[src/rtl/core/epm_pkg.sv]
// Shared types and constants for the exact pattern matcher.
package epm_pkg;

    localparam int PAT_BYTES  = 16;  // pattern bytes held in the registers
    localparam int PAT_IDX_W  = 4;   // index into the pattern bytes
    localparam int LEN_W      = 5;
    localparam int POS_W      = 32;
    localparam int CFG_DATA_W = 64;
    localparam int CFG_ADDR_W = 5;
    localparam int CFG_IDX_W  = 2;

    // register index, paddr[4:3]
    localparam logic [CFG_IDX_W-1:0] REG_PAT_LOW  = 2'd0;
    localparam logic [CFG_IDX_W-1:0] REG_PAT_HIGH = 2'd1;
    localparam logic [CFG_IDX_W-1:0] REG_PAT_LEN  = 2'd2;
    localparam logic [CFG_IDX_W-1:0] REG_NO_OVLP  = 2'd3;

    typedef logic [PAT_BYTES-1:0][7:0] pat_vec_t;

    // control handed to every cell of the window chain
    typedef struct packed {
        logic             shift;    // a text byte is accepted
        logic             clear;    // the accepted byte closes the text
        logic [LEN_W-1:0] len;
        pat_vec_t         pattern;
    } cell_ctl_t;

    typedef struct packed {
        logic             found;
        logic [POS_W-1:0] position;
        logic             done;
        logic [POS_W-1:0] count;
    } result_t;

endpackage

[src/rtl/core/epm_cell.sv]
// Window cell: holds a text byte, compares the byte from its neighbor or the input.
module epm_cell
    import epm_pkg::*;
#(
    parameter int IDX = 0
)
(
    input  logic       clk,
    input  logic       rst_n,
    input  cell_ctl_t  ctl,
    input  logic [7:0] din,
    input  logic       vin,
    output logic [7:0] dout,
    output logic       vout,
    output logic       eq
);

    localparam logic [LEN_W-1:0] IDX_L = LEN_W'(IDX);

    logic [7:0]           byte_reg;
    logic                 valid_reg;
    logic                 active;
    logic [LEN_W-1:0]     pidx_full;
    logic [PAT_IDX_W-1:0] pidx;

    // this cell checks pattern byte len-1-IDX against the byte that lands here
    assign active    = ctl.len > IDX_L;
    assign pidx_full = ctl.len - IDX_L - LEN_W'(1);
    assign pidx      = pidx_full[PAT_IDX_W-1:0];
    assign eq        = !active || (vin && (din == ctl.pattern[pidx]));

    assign dout = byte_reg;
    assign vout = valid_reg;

    always_ff @(posedge clk or negedge rst_n)
    begin
        if (!rst_n)
        begin
            valid_reg <= 1'b0;
        end
        else if (ctl.shift)
        begin
            valid_reg <= ctl.clear ? 1'b0 : vin;
        end
    end

    always_ff @(posedge clk)
    begin
        if (ctl.shift)
        begin
            byte_reg <= din;
        end
    end

endmodule

[src/rtl/core/exact_pattern_match_all_occurrences_core.sv]
// Top level of the exact pattern matcher: window cell chain, counters, output buffer, APB.
//
//  channel  dir  handshake        payload
//  s_*      in   tvalid/tready    tdata = text_byte, tlast = last_byte
//  m_*      out  tvalid/tready    tdata = match_position, match_count; tlast = text_done;
//                                 tuser = match_found
//  APB      in   psel/penable     pwdata = register value, pready always high
//
// One text byte per cycle while s_tready is high: window compare, start-offset compare
// and count update finish in the accept cycle and land in the output register or skid.
// A two-entry output buffer (output register plus skid) lets the input run on while a
// result waits; s_tready drops only while both entries are full.
// Reset clears window valid bits, position, count and registers; no clearing pass.
// The last byte of a text clears position, count and window in the same transfer.
module exact_pattern_match_all_occurrences_core
    import epm_pkg::*;
#(
    parameter int PAT_MAX = 16
)
(
    input  logic                  clk,
    input  logic                  rst_n,
    // text in
    input  logic                  s_tvalid,
    output logic                  s_tready,
    input  logic [7:0]            s_tdata,   // [7:0] text_byte
    input  logic                  s_tlast,
    // results out
    output logic                  m_tvalid,
    input  logic                  m_tready,
    output logic [63:0]           m_tdata,   // [31:0] match_position, [63:32] match_count
    output logic                  m_tlast,
    output logic                  m_tuser,   // [0] match_found
    // configuration
    input  logic                  psel,
    input  logic                  penable,
    input  logic                  pwrite,
    input  logic [CFG_ADDR_W-1:0] paddr,
    input  logic [CFG_DATA_W-1:0] pwdata,
    output logic [CFG_DATA_W-1:0] prdata,
    output logic                  pready
);

    localparam int NCELL = (PAT_MAX < PAT_BYTES) ? PAT_MAX : PAT_BYTES;

    // configuration registers
    logic [63:0]      pat_low_reg;
    logic [63:0]      pat_high_reg;
    logic [LEN_W-1:0] pat_len_reg;
    logic             no_ovlp_reg;

    logic [CFG_IDX_W-1:0] cfg_idx;
    logic                 cfg_wr;

    assign pready  = 1'b1;
    assign cfg_idx = paddr[CFG_ADDR_W-1:3];
    assign cfg_wr  = psel && penable && pwrite;

    always_ff @(posedge clk or negedge rst_n)
    begin
        if (!rst_n)
        begin
            pat_low_reg  <= '0;
            pat_high_reg <= '0;
            pat_len_reg  <= '0;
            no_ovlp_reg  <= 1'b0;
        end
        else if (cfg_wr)
        begin
            unique case (cfg_idx)
                REG_PAT_LOW:  pat_low_reg  <= pwdata;
                REG_PAT_HIGH: pat_high_reg <= pwdata;
                REG_PAT_LEN:  pat_len_reg  <= pwdata[LEN_W-1:0];
                REG_NO_OVLP:  no_ovlp_reg  <= pwdata[0];
                default:      ;
            endcase
        end
    end

    always_comb
    begin
        unique case (cfg_idx)
            REG_PAT_LOW:  prdata = pat_low_reg;
            REG_PAT_HIGH: prdata = pat_high_reg;
            REG_PAT_LEN:  prdata = {{(CFG_DATA_W-LEN_W){1'b0}}, pat_len_reg};
            REG_NO_OVLP:  prdata = {{(CFG_DATA_W-1){1'b0}}, no_ovlp_reg};
            default:      prdata = '0;
        endcase
    end

    // window cell chain
    logic      accept;
    cell_ctl_t ctl;
    logic [7:0] chain_d [NCELL+1];
    logic       chain_v [NCELL+1];
    logic [NCELL-1:0] cell_eq;

    assign accept = s_tvalid && s_tready;

    assign ctl.shift   = accept;
    assign ctl.clear   = s_tlast;
    assign ctl.len     = pat_len_reg;
    assign ctl.pattern = pat_vec_t'({pat_high_reg, pat_low_reg});

    assign chain_d[0] = s_tdata;
    assign chain_v[0] = 1'b1;

    for (genvar k = 0; k < NCELL; k++)
    begin : g_cell
        epm_cell #(.IDX(k)) u_cell (
            .clk  (clk),
            .rst_n(rst_n),
            .ctl  (ctl),
            .din  (chain_d[k]),
            .vin  (chain_v[k]),
            .dout (chain_d[k+1]),
            .vout (chain_v[k+1]),
            .eq   (cell_eq[k])
        );
    end

    // occurrence bookkeeping
    logic [POS_W-1:0] pos_reg,  pos_next;
    logic [POS_W-1:0] count_reg, count_next;
    logic [POS_W:0]   free_reg, free_next;
    logic             len_ok, hit, report, has_result;
    logic [POS_W-1:0] start, count_inc;
    result_t          res;

    assign len_ok    = (pat_len_reg != '0) && (pat_len_reg <= LEN_W'(NCELL));
    assign hit       = len_ok && (&cell_eq);
    assign start     = pos_reg + POS_W'(1) - POS_W'(pat_len_reg);
    assign report    = hit && (!no_ovlp_reg || ({1'b0, start} >= free_reg));
    assign count_inc = report ? count_reg + POS_W'(1) : count_reg;
    assign has_result = report || s_tlast;

    assign res.found    = report;
    assign res.position = report ? start : '0;
    assign res.done     = s_tlast;
    assign res.count    = count_inc;

    always_comb
    begin
        pos_next   = pos_reg;
        count_next = count_reg;
        free_next  = free_reg;
        if (accept)
        begin
            if (s_tlast)
            begin
                pos_next   = '0;
                count_next = '0;
                free_next  = '0;
            end
            else
            begin
                pos_next   = pos_reg + POS_W'(1);
                count_next = count_inc;
                if (report)
                begin
                    free_next = {1'b0, start} + (POS_W+1)'(pat_len_reg);
                end
            end
        end
    end

    always_ff @(posedge clk or negedge rst_n)
    begin
        if (!rst_n)
        begin
            pos_reg   <= '0;
            count_reg <= '0;
            free_reg  <= '0;
        end
        else
        begin
            pos_reg   <= pos_next;
            count_reg <= count_next;
            free_reg  <= free_next;
        end
    end

    // output register plus skid entry
    result_t out_reg, skid_reg;
    logic    out_valid_reg, skid_valid_reg;
    logic    push, pop;

    assign s_tready = !skid_valid_reg;
    assign push     = accept && has_result;
    assign pop      = out_valid_reg && m_tready;

    always_ff @(posedge clk or negedge rst_n)
    begin
        if (!rst_n)
        begin
            out_valid_reg  <= 1'b0;
            skid_valid_reg <= 1'b0;
        end
        else if (skid_valid_reg)
        begin
            // input is stalled while the skid entry is full
            if (pop)
            begin
                skid_valid_reg <= 1'b0;
            end
        end
        else if (push)
        begin
            out_valid_reg <= 1'b1;
            if (out_valid_reg && !pop)
            begin
                skid_valid_reg <= 1'b1;
            end
        end
        else if (pop)
        begin
            out_valid_reg <= 1'b0;
        end
    end

    always_ff @(posedge clk)
    begin
        if (skid_valid_reg)
        begin
            if (pop)
            begin
                out_reg <= skid_reg;
            end
        end
        else if (push)
        begin
            if (!out_valid_reg || pop)
            begin
                out_reg <= res;
            end
            else
            begin
                skid_reg <= res;
            end
        end
    end

    assign m_tvalid = out_valid_reg;
    assign m_tdata  = {out_reg.count, out_reg.position};
    assign m_tlast  = out_reg.done;
    assign m_tuser  = out_reg.found;

`ifndef SYNTHESIS
    a_skid_behind_out: assert property (@(posedge clk) disable iff (!rst_n)
        skid_valid_reg |-> out_valid_reg)
        else $error("skid entry held without an output entry");

    a_no_match_pos_zero: assert property (@(posedge clk) disable iff (!rst_n)
        (out_valid_reg && !out_reg.found) |-> (out_reg.position == '0))
        else $error("position set on a result without a match");

    a_last_clears: assert property (@(posedge clk) disable iff (!rst_n)
        (accept && s_tlast) |=> ((pos_reg == '0) && (count_reg == '0) && (free_reg == '0)))
        else $error("text state not cleared after last byte");
`endif

endmodule
[config.mk]
export PLATFORM = sky130hd
export DESIGN_NAME = exact_pattern_match_all_occurrences_core
export DESIGN_NICKNAME = d
export VERILOG_FILES = /design/src/rtl/core/epm_pkg.sv /design/src/rtl/core/epm_cell.sv /design/src/rtl/core/exact_pattern_match_all_occurrences_core.sv
export SDC_FILE = /design/constraint.sdc
export NUM_CORES = 1
export LEC_CHECK = 0
export BUFFER_PORTS_ARGS = -buffer_cell sky130_fd_sc_hd__buf_4
export CORE_MARGIN = 4
export CORE_UTILIZATION = 55
export DETAILED_ROUTE_END_ITERATION = 10
export GPL_TIMING_DRIVEN = 1
export PLACE_DENSITY = 0.73
export SYNTH_ARGS = -nofsm -noshare
export SYNTH_HDL_FRONTEND = slang
export SYNTH_SLANG_ARGS = --single-unit
[constraint.sdc]
create_clock -name clk -period 17.66 [get_ports clk]
set_clock_uncertainty 0.2 [all_clocks]
set_input_delay 1.766 -clock clk [delete_from_list [all_inputs] [get_ports clk]]
set_output_delay 1.766 -clock clk [all_outputs]
set_load 0.03 [all_outputs]
Word level (Yosys, flattened, before mapping)
Index checks and enable logic that the tools add are counted.
{"block": "totals", "reg_bits": 500, "inputBits": 85, "out_inout_bits": 133, "elab_cells": 279}
{"block": "op_classes", "n_addsub": 34, "order_cmp": 34, "eq_ne": 20, "mux": 64, "n_bitwise": 2, "n_reduce_logical": 78}
{"cell": "binary-select mux 8 bit (select 4 bit)", "count": 16}
{"cell": "two-way mux 66 bit", "count": 4}
{"cell": "one-hot mux 64 bit (4 select lines)", "count": 1}
{"cell": "equality test 8 bit", "count": 16}
{"cell": "two-way mux 32 bit", "count": 4}
{"cell": "two-way mux 8 bit", "count": 16}
{"cell": "< comparator 4 x 5 -> 1 bit, second input constant", "count": 16}
{"cell": "two-way mux 33 bit", "count": 2}
{"cell": "adder 32 x 1 -> 32 bit, second input constant", "count": 2}
{"cell": "subtractor 4 x 1 -> 4 bit, second input constant", "count": 16}
{"cell": "> comparator 5 x 4 -> 1 bit, second input constant", "count": 8}
{"cell": "adder 32 x 5 -> 33 bit", "count": 1}
{"cell": ">= comparator 32 x 33 -> 1 bit", "count": 1}
{"cell": "subtractor 32 x 5 -> 32 bit", "count": 1}
{"cell": "subtractor 4 bit, second input constant", "count": 8}
{"cell": "logical AND 1 bit", "count": 24}
{"cell": "two-way mux 1 bit", "count": 21}
{"cell": "> comparator 5 x 3 -> 1 bit, second input constant", "count": 4}
{"cell": "logical NOT 1 bit", "count": 20}
{"cell": "logical OR 1 bit", "count": 19}
{"cell": "AND reduction 16 bit", "count": 1}
{"cell": "subtractor 4 x 3 -> 4 bit, second input constant", "count": 4}
{"cell": "AND reduction 2 bit", "count": 6}
{"cell": "> comparator 5 x 1 -> 1 bit, second input constant", "count": 2}
{"cell": "other kinds (11)", "count": 19}

Longest topological paths before layout
{"block": "depth", "ltp_word": 14, "ltp_mapped": 32, "ltp_nobuf": 25}

Cells and area by module
Synthesis repeated with hierarchy kept, for this count alone.
{"block": "hier_totals", "hier_cells": 3644, "hier_area_um2": 44465.1}
{"mod": "exact_pattern_match_all_occurrences_core", "instances": 1, "cells_per_inst": 1839, "area_each_um2": 19671.4, "seq_area_each_um2": 9794.4}
{"mod": "epm_cell (g_cell[6].u_cell)", "instances": 1, "cells_per_inst": 150, "area_each_um2": 1707.9, "seq_area_each_um2": 265.3}
{"mod": "epm_cell (g_cell[3].u_cell)", "instances": 1, "cells_per_inst": 134, "area_each_um2": 1681.6, "seq_area_each_um2": 265.3}
{"mod": "epm_cell (g_cell[11].u_cell)", "instances": 1, "cells_per_inst": 135, "area_each_um2": 1639.1, "seq_area_each_um2": 265.3}
{"mod": "epm_cell (g_cell[4].u_cell)", "instances": 1, "cells_per_inst": 108, "area_each_um2": 1559.0, "seq_area_each_um2": 265.3}
{"mod": "epm_cell (g_cell[9].u_cell)", "instances": 1, "cells_per_inst": 108, "area_each_um2": 1557.7, "seq_area_each_um2": 265.3}
{"mod": "epm_cell (g_cell[13].u_cell)", "instances": 1, "cells_per_inst": 107, "area_each_um2": 1552.7, "seq_area_each_um2": 265.3}
{"mod": "epm_cell (g_cell[10].u_cell)", "instances": 1, "cells_per_inst": 106, "area_each_um2": 1547.7, "seq_area_each_um2": 265.3}
{"mod": "epm_cell (g_cell[15].u_cell)", "instances": 1, "cells_per_inst": 136, "area_each_um2": 1537.7, "seq_area_each_um2": 265.3}
{"mod": "epm_cell (g_cell[7].u_cell)", "instances": 1, "cells_per_inst": 121, "area_each_um2": 1527.7, "seq_area_each_um2": 265.3}
{"mod": "epm_cell (g_cell[1].u_cell)", "instances": 1, "cells_per_inst": 114, "area_each_um2": 1522.7, "seq_area_each_um2": 265.3}
{"mod": "epm_cell (g_cell[14].u_cell)", "instances": 1, "cells_per_inst": 106, "area_each_um2": 1517.7, "seq_area_each_um2": 265.3}
{"mod": "epm_cell (g_cell[5].u_cell)", "instances": 1, "cells_per_inst": 114, "area_each_um2": 1517.7, "seq_area_each_um2": 265.3}
{"mod": "epm_cell (g_cell[2].u_cell)", "instances": 1, "cells_per_inst": 86, "area_each_um2": 1503.9, "seq_area_each_um2": 265.3}
{"mod": "+3 rows"}

Worst setup path after synthesis
OpenSTA, ideal clock, no wires.
{"block": "synth_path", "path_type": "register to register", "startpoint": "register pat_len_reg[2]", "endpoint": "register skid_reg[0] (netlist bit), enable pin", "setup_time_ps": 585, "arrival_ps": 11549, "required_time_ps": 16875, "slack_ps": 5326, "stages_incl_launch_ff": 30, "n_path_buf": 7, "period_less_slack_ps": 12334, "path_cell_list": "dfrtp_1 -> buf_2 -> buf_2 -> inv_1 -> clkbuf_1 -> clkbuf_1 -> ha_1 -> o21ai_0 -> a21oi_1 -> o21ai_0 -> nand3_1 -> or2_2 -> clkbuf_1 -> nor3_2 -> nand3_1 -> xnor2_1 -> inv_1 -> ha_1 -> a21oi_1 -> o21ai_0 -> o221ai_1 -> nor4_1 -> nand3_1 -> nor3b_1 -> nand4_1 -> a2111oi_2 -> o21ai_1 -> clkbuf_1 -> clkbuf_1 -> nor3b_1"}
{"block": "synth_between", "elab_chain_cells": 13, "elab_cells_between_ends": 153, "cone_classes": "add/sub (31); order compare (18); eq/ne (16); mux (32); reduce/logical (56)"}
{"item": "from (decl)", "line_no": "exact_pattern_match_all_occurrences_core.sv:49", "text": "logic [LEN_W-1:0] pat_len_reg;"}
{"item": "from (signal assigned)", "line_no": "exact_pattern_match_all_occurrences_core.sv:73", "text": "REG_PAT_LEN: pat_len_reg <= pwdata[LEN_W-1:0];"}
{"item": "subtractor 4 x 1 -> 4 bit, or another cell as far along", "line_no": "epm_cell.sv:28", "text": "assign pidx_full = ctl.len - IDX_L - LEN_W'(1);"}
{"item": "subtractor 4 x 1 -> 4 bit", "line_no": "epm_cell.sv:28"}
{"item": "binary-select mux 8 bit (select 4 bit)", "line_no": "epm_cell.sv:30", "text": "assign eq = !active || (vin && (din == ctl.pattern[pidx]));"}
{"item": "two-way mux 8 bit (implied by the code)", "line_no": "epm_cell.sv:30"}
{"item": "equality test 8 bit", "line_no": "epm_cell.sv:30"}
{"item": "logical AND 1 bit", "line_no": "epm_cell.sv:30"}
{"item": "logical OR 1 bit", "line_no": "epm_cell.sv:30"}
{"item": "AND reduction 16 bit", "line_no": "exact_pattern_match_all_occurrences_core.sv:131", "text": "assign hit = len_ok && (&cell_eq);"}
{"item": "logical AND 1 bit", "line_no": "exact_pattern_match_all_occurrences_core.sv:131"}
{"item": "logical AND 1 bit *", "line_no": "exact_pattern_match_all_occurrences_core.sv:133", "text": "assign report = hit && (!no_ovlp_reg || ({1'b0, start} >= free_reg));"}
{"item": "logical OR 1 bit *", "line_no": "exact_pattern_match_all_occurrences_core.sv:135", "text": "assign has_result = report || s_tlast;"}
{"item": "logical AND 1 bit *", "line_no": "exact_pattern_match_all_occurrences_core.sv:189", "text": "assign push = accept && has_result;"}
{"item": "AND reduction 3 bit (no source line) *"}
{"item": "to (signal assigned)", "line_no": "exact_pattern_match_all_occurrences_core.sv:238", "text": "skid_reg <= res;"}
{"item": "to (decl)", "line_no": "exact_pattern_match_all_occurrences_core.sv:184", "text": "result_t out_reg, skid_reg;"}
Every way passes the cells marked *; elsewhere a longest branch is shown, timed or not. The select of a mux whose other input is x is not followed.
A chain may end at the register's enable or synchronous reset.

Final worst setup path
{"block": "layout_path", "startpoint": "register pat_len_reg[2]", "endpoint": "register out_reg, in the netlist m_tdata[53] (data pin)"}
{"block": "layout_between", "elab_chain_cells": 14, "elab_cells_between_ends": 154, "cone_classes": "add/sub (31); order compare (18); eq/ne (16); mux (36); reduce/logical (53)"}
{"item": "subtractor 4 x 1 -> 4 bit, or another cell as far along", "line_no": "epm_cell.sv:28"}
{"item": "subtractor 4 x 1 -> 4 bit", "line_no": "epm_cell.sv:28"}
{"item": "binary-select mux 8 bit (select 4 bit)", "line_no": "epm_cell.sv:30"}
{"item": "two-way mux 8 bit (implied by the code)", "line_no": "epm_cell.sv:30"}
{"item": "equality test 8 bit", "line_no": "epm_cell.sv:30"}
{"item": "logical AND 1 bit", "line_no": "epm_cell.sv:30"}
{"item": "logical OR 1 bit", "line_no": "epm_cell.sv:30"}
{"item": "AND reduction 16 bit", "line_no": "exact_pattern_match_all_occurrences_core.sv:131"}
{"item": "logical AND 1 bit", "line_no": "exact_pattern_match_all_occurrences_core.sv:131"}
{"item": "logical AND 1 bit *", "line_no": "exact_pattern_match_all_occurrences_core.sv:133"}
{"item": "two-way mux 32 bit *", "line_no": "exact_pattern_match_all_occurrences_core.sv:134", "text": "assign count_inc = report ? count_reg + POS_W'(1) : count_reg;"}
{"item": "two-way mux 66 bit *", "line_no": "exact_pattern_match_all_occurrences_core.sv:232", "text": "if (!out_valid_reg || pop)"}
{"item": "two-way mux 66 bit *", "line_no": "exact_pattern_match_all_occurrences_core.sv:230", "text": "else if (push)"}
{"item": "two-way mux 66 bit *", "line_no": "exact_pattern_match_all_occurrences_core.sv:223", "text": "if (skid_valid_reg)"}
{"item": "to (signal assigned)", "line_no": "exact_pattern_match_all_occurrences_core.sv:227", "text": "out_reg <= skid_reg;"}
{"item": "to (signal assigned)", "line_no": "exact_pattern_match_all_occurrences_core.sv:234", "text": "out_reg <= res;"}
{"item": "to (decl)", "line_no": "exact_pattern_match_all_occurrences_core.sv:184"}
Marks and branches as above.

==> results.sh <==
export IMPL_static_leakage_power_nw=15.19
export IMPL_die_h_um=258.7
export IMPL_fmaxAchievable_mhz=103.2
export IMPL_syn_avg_cell_area_um2=11.26
export IMPL_synth_flop_cell="sky130_fd_sc_hd__edfxtp_1"
export IMPL_finalCritPeriodShare_pct=54.88
export IMPL_cp_data_required_time_ns=17.88
export IMPL_first_pass_grt_wire_length_um=153300
export IMPL_tightest_slew_ns=1.231
export IMPL_synth_cell_area_mm2=0.03455
export IMPL_cts_reportedPaths_clkPinSlew_ns=0.06
export IMPL_hold_buffers=0
export IMPL_max_slew_margin_pct=17.92
export IMPL_detail_route_first_pass_iterations=6
export IMPL_nFillCells=4913
export IMPL_vias_in_the_first_global_route=25901
export IMPL_clock_latency_ns=0.63
export IMPL_totalWireLength_um=99370
export IMPL_post_synthesis_cells=3070
export IMPL_share_of_synthesized_flip_flops_with_an_asynchronous_set_or_reset_pct=49.60
export IMPL_peakVddDrop_mv=0.09162
export IMPL_place_gp_congestion=1.004
export IMPL_cts_resized=0
export IMPL_area_growth_pct=11.51
export IMPL_cts_tree="built"
export IMPL_synth_largest_type_area_fraction_pct=21.90
export IMPL_p_per_area_mw_per_mm2=168.7
export IMPL_critical_path_max_fanout=43
export IMPL_design_final_nets=3299
export IMPL_diodes=0
export IMPL_port_buffers=213
export IMPL_synth_lib_cells_used_distinct=81
export IMPL_drive_above_1_share_pct=24.03
export IMPL_setup_viol_count_final=0
export IMPL_fp_coreArea_mm2=0.06194
export IMPL_grt_antenna_before_repair=0
export IMPL_clock_buffer_count_from_cts=54
export IMPL_fin_setup_tns_ns=0
export IMPL_io_pin_count=218
export IMPL_cts_max_path_buffers=3
export IMPL_fin_crit_ns=9.692
export IMPL_first_iter_violations=3289
export IMPL_cts_root_buf="sky130_fd_sc_hd__clkbuf_16"
export IMPL_slew_violations=0
export IMPL_largest_register_ff_count=120
export IMPL_hold_viol=0
export IMPL_clock_sink_count=500
export IMPL_via_per_inst=6.646
export IMPL_floorplan_initialDensity_pct=55.79
export IMPL_hold_path_class="reg2reg"
export IMPL_post_synth_edffs=252
export IMPL_width_of_the_die_um=258.7
export IMPL_yosys_area_top_type="sky130_fd_sc_hd__edfxtp_1"
export IMPL_yosysWarnings=0
export IMPL_synthTopCellsByArea="sky130_fd_sc_hd__edfxtp_1 (22%), sky130_fd_sc_hd__dfrtp_1 (18%), sky130_fd_sc_hd__mux4_2 (15%)"
export IMPL_final_cell_mix="sky130_fd_sc_hd__mux2i_1 (275), sky130_fd_sc_hd__nand2_1 (274), sky130_fd_sc_hd__buf_4 (257)"
export IMPL_h_tree_depth=2
export IMPL_outcome="complete, no violations"
export IMPL_layout_commonest_cell="sky130_fd_sc_hd__mux2i_1"
export IMPL_post_dp_hpwl_um=71340
export IMPL_critPathArrivalTime_ns=9.91
export IMPL_endpoint_kind="flop"
export IMPL_floorplan_rows=91
export IMPL_drv_cap=0
export IMPL_floorplan_die_area_mm2=0.06690
export IMPL_route_antenna_remaining_nets=0
export IMPL_route_detailed_drc=0
export IMPL_synth_yosys_seq_area_share_pct=39.86
export IMPL_grt_overflow_total=0
export IMPL_synth_net_count=3214
export IMPL_num_vias=26828
export IMPL_track_usage_pct=29.17
export IMPL_holdWs_ns=0.2602
export IMPL_postCtsSetupBuffers=0
export IMPL_post_drt_wl_per_cell_um=24.61
export IMPL_critPathKind="reg2reg"
export IMPL_rsz0062_at_grt="false"
export IMPL_grt_max_degree=111
export IMPL_worst_setup_path_start_kind="flop"
export IMPL_ys_seq_elements=500
-- worst paths after layout --
check,slack [ns],endpoint,cells after the start,from
max reg2reg,7.97,m_tdata[53],23,pat_len_reg[2]
min,0.26,g_cell[1].u_cell.dout[1],0,g_cell[0].u_cell.dout[1]
min in group asynchronous,1.00,pat_high_reg[38],1,rst_n
min reg2reg,0.26,g_cell[1].u_cell.dout[1],0,g_cell[0].u_cell.dout[1]
max in group asynchronous,14.61,skid_valid_reg,2,rst_n
max,7.97,m_tdata[53],23,pat_len_reg[2]
-- cells in the mapped netlist (7+ instances only) --
cell type and count:
sky130_fd_sc_hd__nand2_1 276, sky130_fd_sc_hd__mux2i_1 275, sky130_fd_sc_hd__edfxtp_1 252, sky130_fd_sc_hd__dfrtp_1 248
sky130_fd_sc_hd__mux4_2 231, sky130_fd_sc_hd__nor2_1 187, sky130_fd_sc_hd__clkbuf_1 141, sky130_fd_sc_hd__mux2_2 141
sky130_fd_sc_hd__xnor2_1 136, sky130_fd_sc_hd__o21ai_0 112, sky130_fd_sc_hd__nand3_1 110, sky130_fd_sc_hd__inv_1 93
sky130_fd_sc_hd__xor2_1 91, sky130_fd_sc_hd__o31ai_1 61, sky130_fd_sc_hd__buf_2 59, sky130_fd_sc_hd__nor4_1 58
sky130_fd_sc_hd__ha_1 57, sky130_fd_sc_hd__nor3_1 56, sky130_fd_sc_hd__a21oi_1 53, sky130_fd_sc_hd__nand4_1 47
sky130_fd_sc_hd__a22oi_1 35, sky130_fd_sc_hd__a31oi_1 28, sky130_fd_sc_hd__buf_1 24, sky130_fd_sc_hd__or3_1 24
sky130_fd_sc_hd__and3_1 23, sky130_fd_sc_hd__nor2b_1 21, sky130_fd_sc_hd__nand2b_1 16, sky130_fd_sc_hd__or2_2 16
sky130_fd_sc_hd__o31a_1 15, sky130_fd_sc_hd__and4_1 12, sky130_fd_sc_hd__a21o_1 11, sky130_fd_sc_hd__and2_1 11
sky130_fd_sc_hd__o211ai_1 11, sky130_fd_sc_hd__o22ai_1 11, sky130_fd_sc_hd__or4_1 11, sky130_fd_sc_hd__a211oi_1 9
sky130_fd_sc_hd__nor3b_1 9, sky130_fd_sc_hd__o21a_1 7
-- stage by stage --
stage          cell area [µm²]  cells  setup WS [ns]  power [mW]  util, %
2_1_floorplan            34550   3070          5.326       4.274        -
3_3_place_gp             36770   3936          8.571       5.207    59.36
3_5_place_dp             36770   3936          8.205       5.319    59.36
4_1_cts                  38530   4037          8.166       6.473    62.21
5_1_grt                  38530   4037          7.482       6.829    62.21
6_report                 38530   4037          7.968       6.502    62.21
-- layout make-up --
type,count,area [µm²],area share [%]
clock inverters,20,176.4,0.4578
inverters,96,362.8,0.9417
repair buffers,258,1944,5.046
well taps,837,1047,2.718
multi-input cells,2245,19630,50.94
flip-flops and latches,500,13790,35.78
clock buffers,81,1587,4.117
-- worst max-delay path, cell delays in order, from the launching register on --
cell	delay, ns
sky130_fd_sc_hd__dfrtp_4	0.93
sky130_fd_sc_hd__inv_1	0.17
sky130_fd_sc_hd__ha_1	0.42
sky130_fd_sc_hd__o21ai_0	0.23
sky130_fd_sc_hd__a21oi_1	0.08
sky130_fd_sc_hd__o21ai_0	0.45
sky130_fd_sc_hd__nand3_1	0.36
sky130_fd_sc_hd__or2_2	0.46
sky130_fd_sc_hd__nor3_2	0.50
sky130_fd_sc_hd__nand3_1	0.16
sky130_fd_sc_hd__xnor2_1	0.34
sky130_fd_sc_hd__inv_1	0.15
sky130_fd_sc_hd__ha_1	0.33
sky130_fd_sc_hd__a21oi_1	0.07
sky130_fd_sc_hd__o21ai_0	0.58
sky130_fd_sc_hd__o221ai_1	0.40
sky130_fd_sc_hd__nor4_1	0.63
sky130_fd_sc_hd__nand3_1	0.29
sky130_fd_sc_hd__nor3b_1	0.25
sky130_fd_sc_hd__nand4_1	0.18
sky130_fd_sc_hd__or3_1	0.47
sky130_fd_sc_hd__or4_1	1.03
sky130_fd_sc_hd__or3_1	0.54
sky130_fd_sc_hd__a31oi_1	0.25
-- per-layer routing --
layer	routed length (µm)	track usage [%]	vias up
met4	3777	9.850	0
li1	-	-	11817
met5	0	0	-
met2	46030	45.86	1382
met3	9535	6.147	214
met1	40030	40.80	13415
-- cells by family (layout without fill, tap and decap cells) --
kind of cell / after synthesis / count (layout) / share of synthesized area (%)
AND/OR/NAND/NOR: 890 / 890 / 12.41
multiplexers: 647 / 647 / 27.62
flip-flops: 500 / 500 / 39.86
AO/OA/AOI/OAI: 415 / 415 / 7.988
buffers and inverters: 325 / 455 / 3.798
XOR/XNOR: 233 / 233 / 6.134
adder cells (fa/ha/maj): 59 / 59 / 2.180
other: 1 / 1 / 0.01085
-- where the power goes --
group	total, mW	switching, mW	leakage [nW]	internal, mW
Combinational	3.51	2.02	8.76	1.49
Sequential	1.85	0.324	5.56	1.53
Clock	1.14	0.492	0.865	0.651
Power figures use the tool's default switching activity.
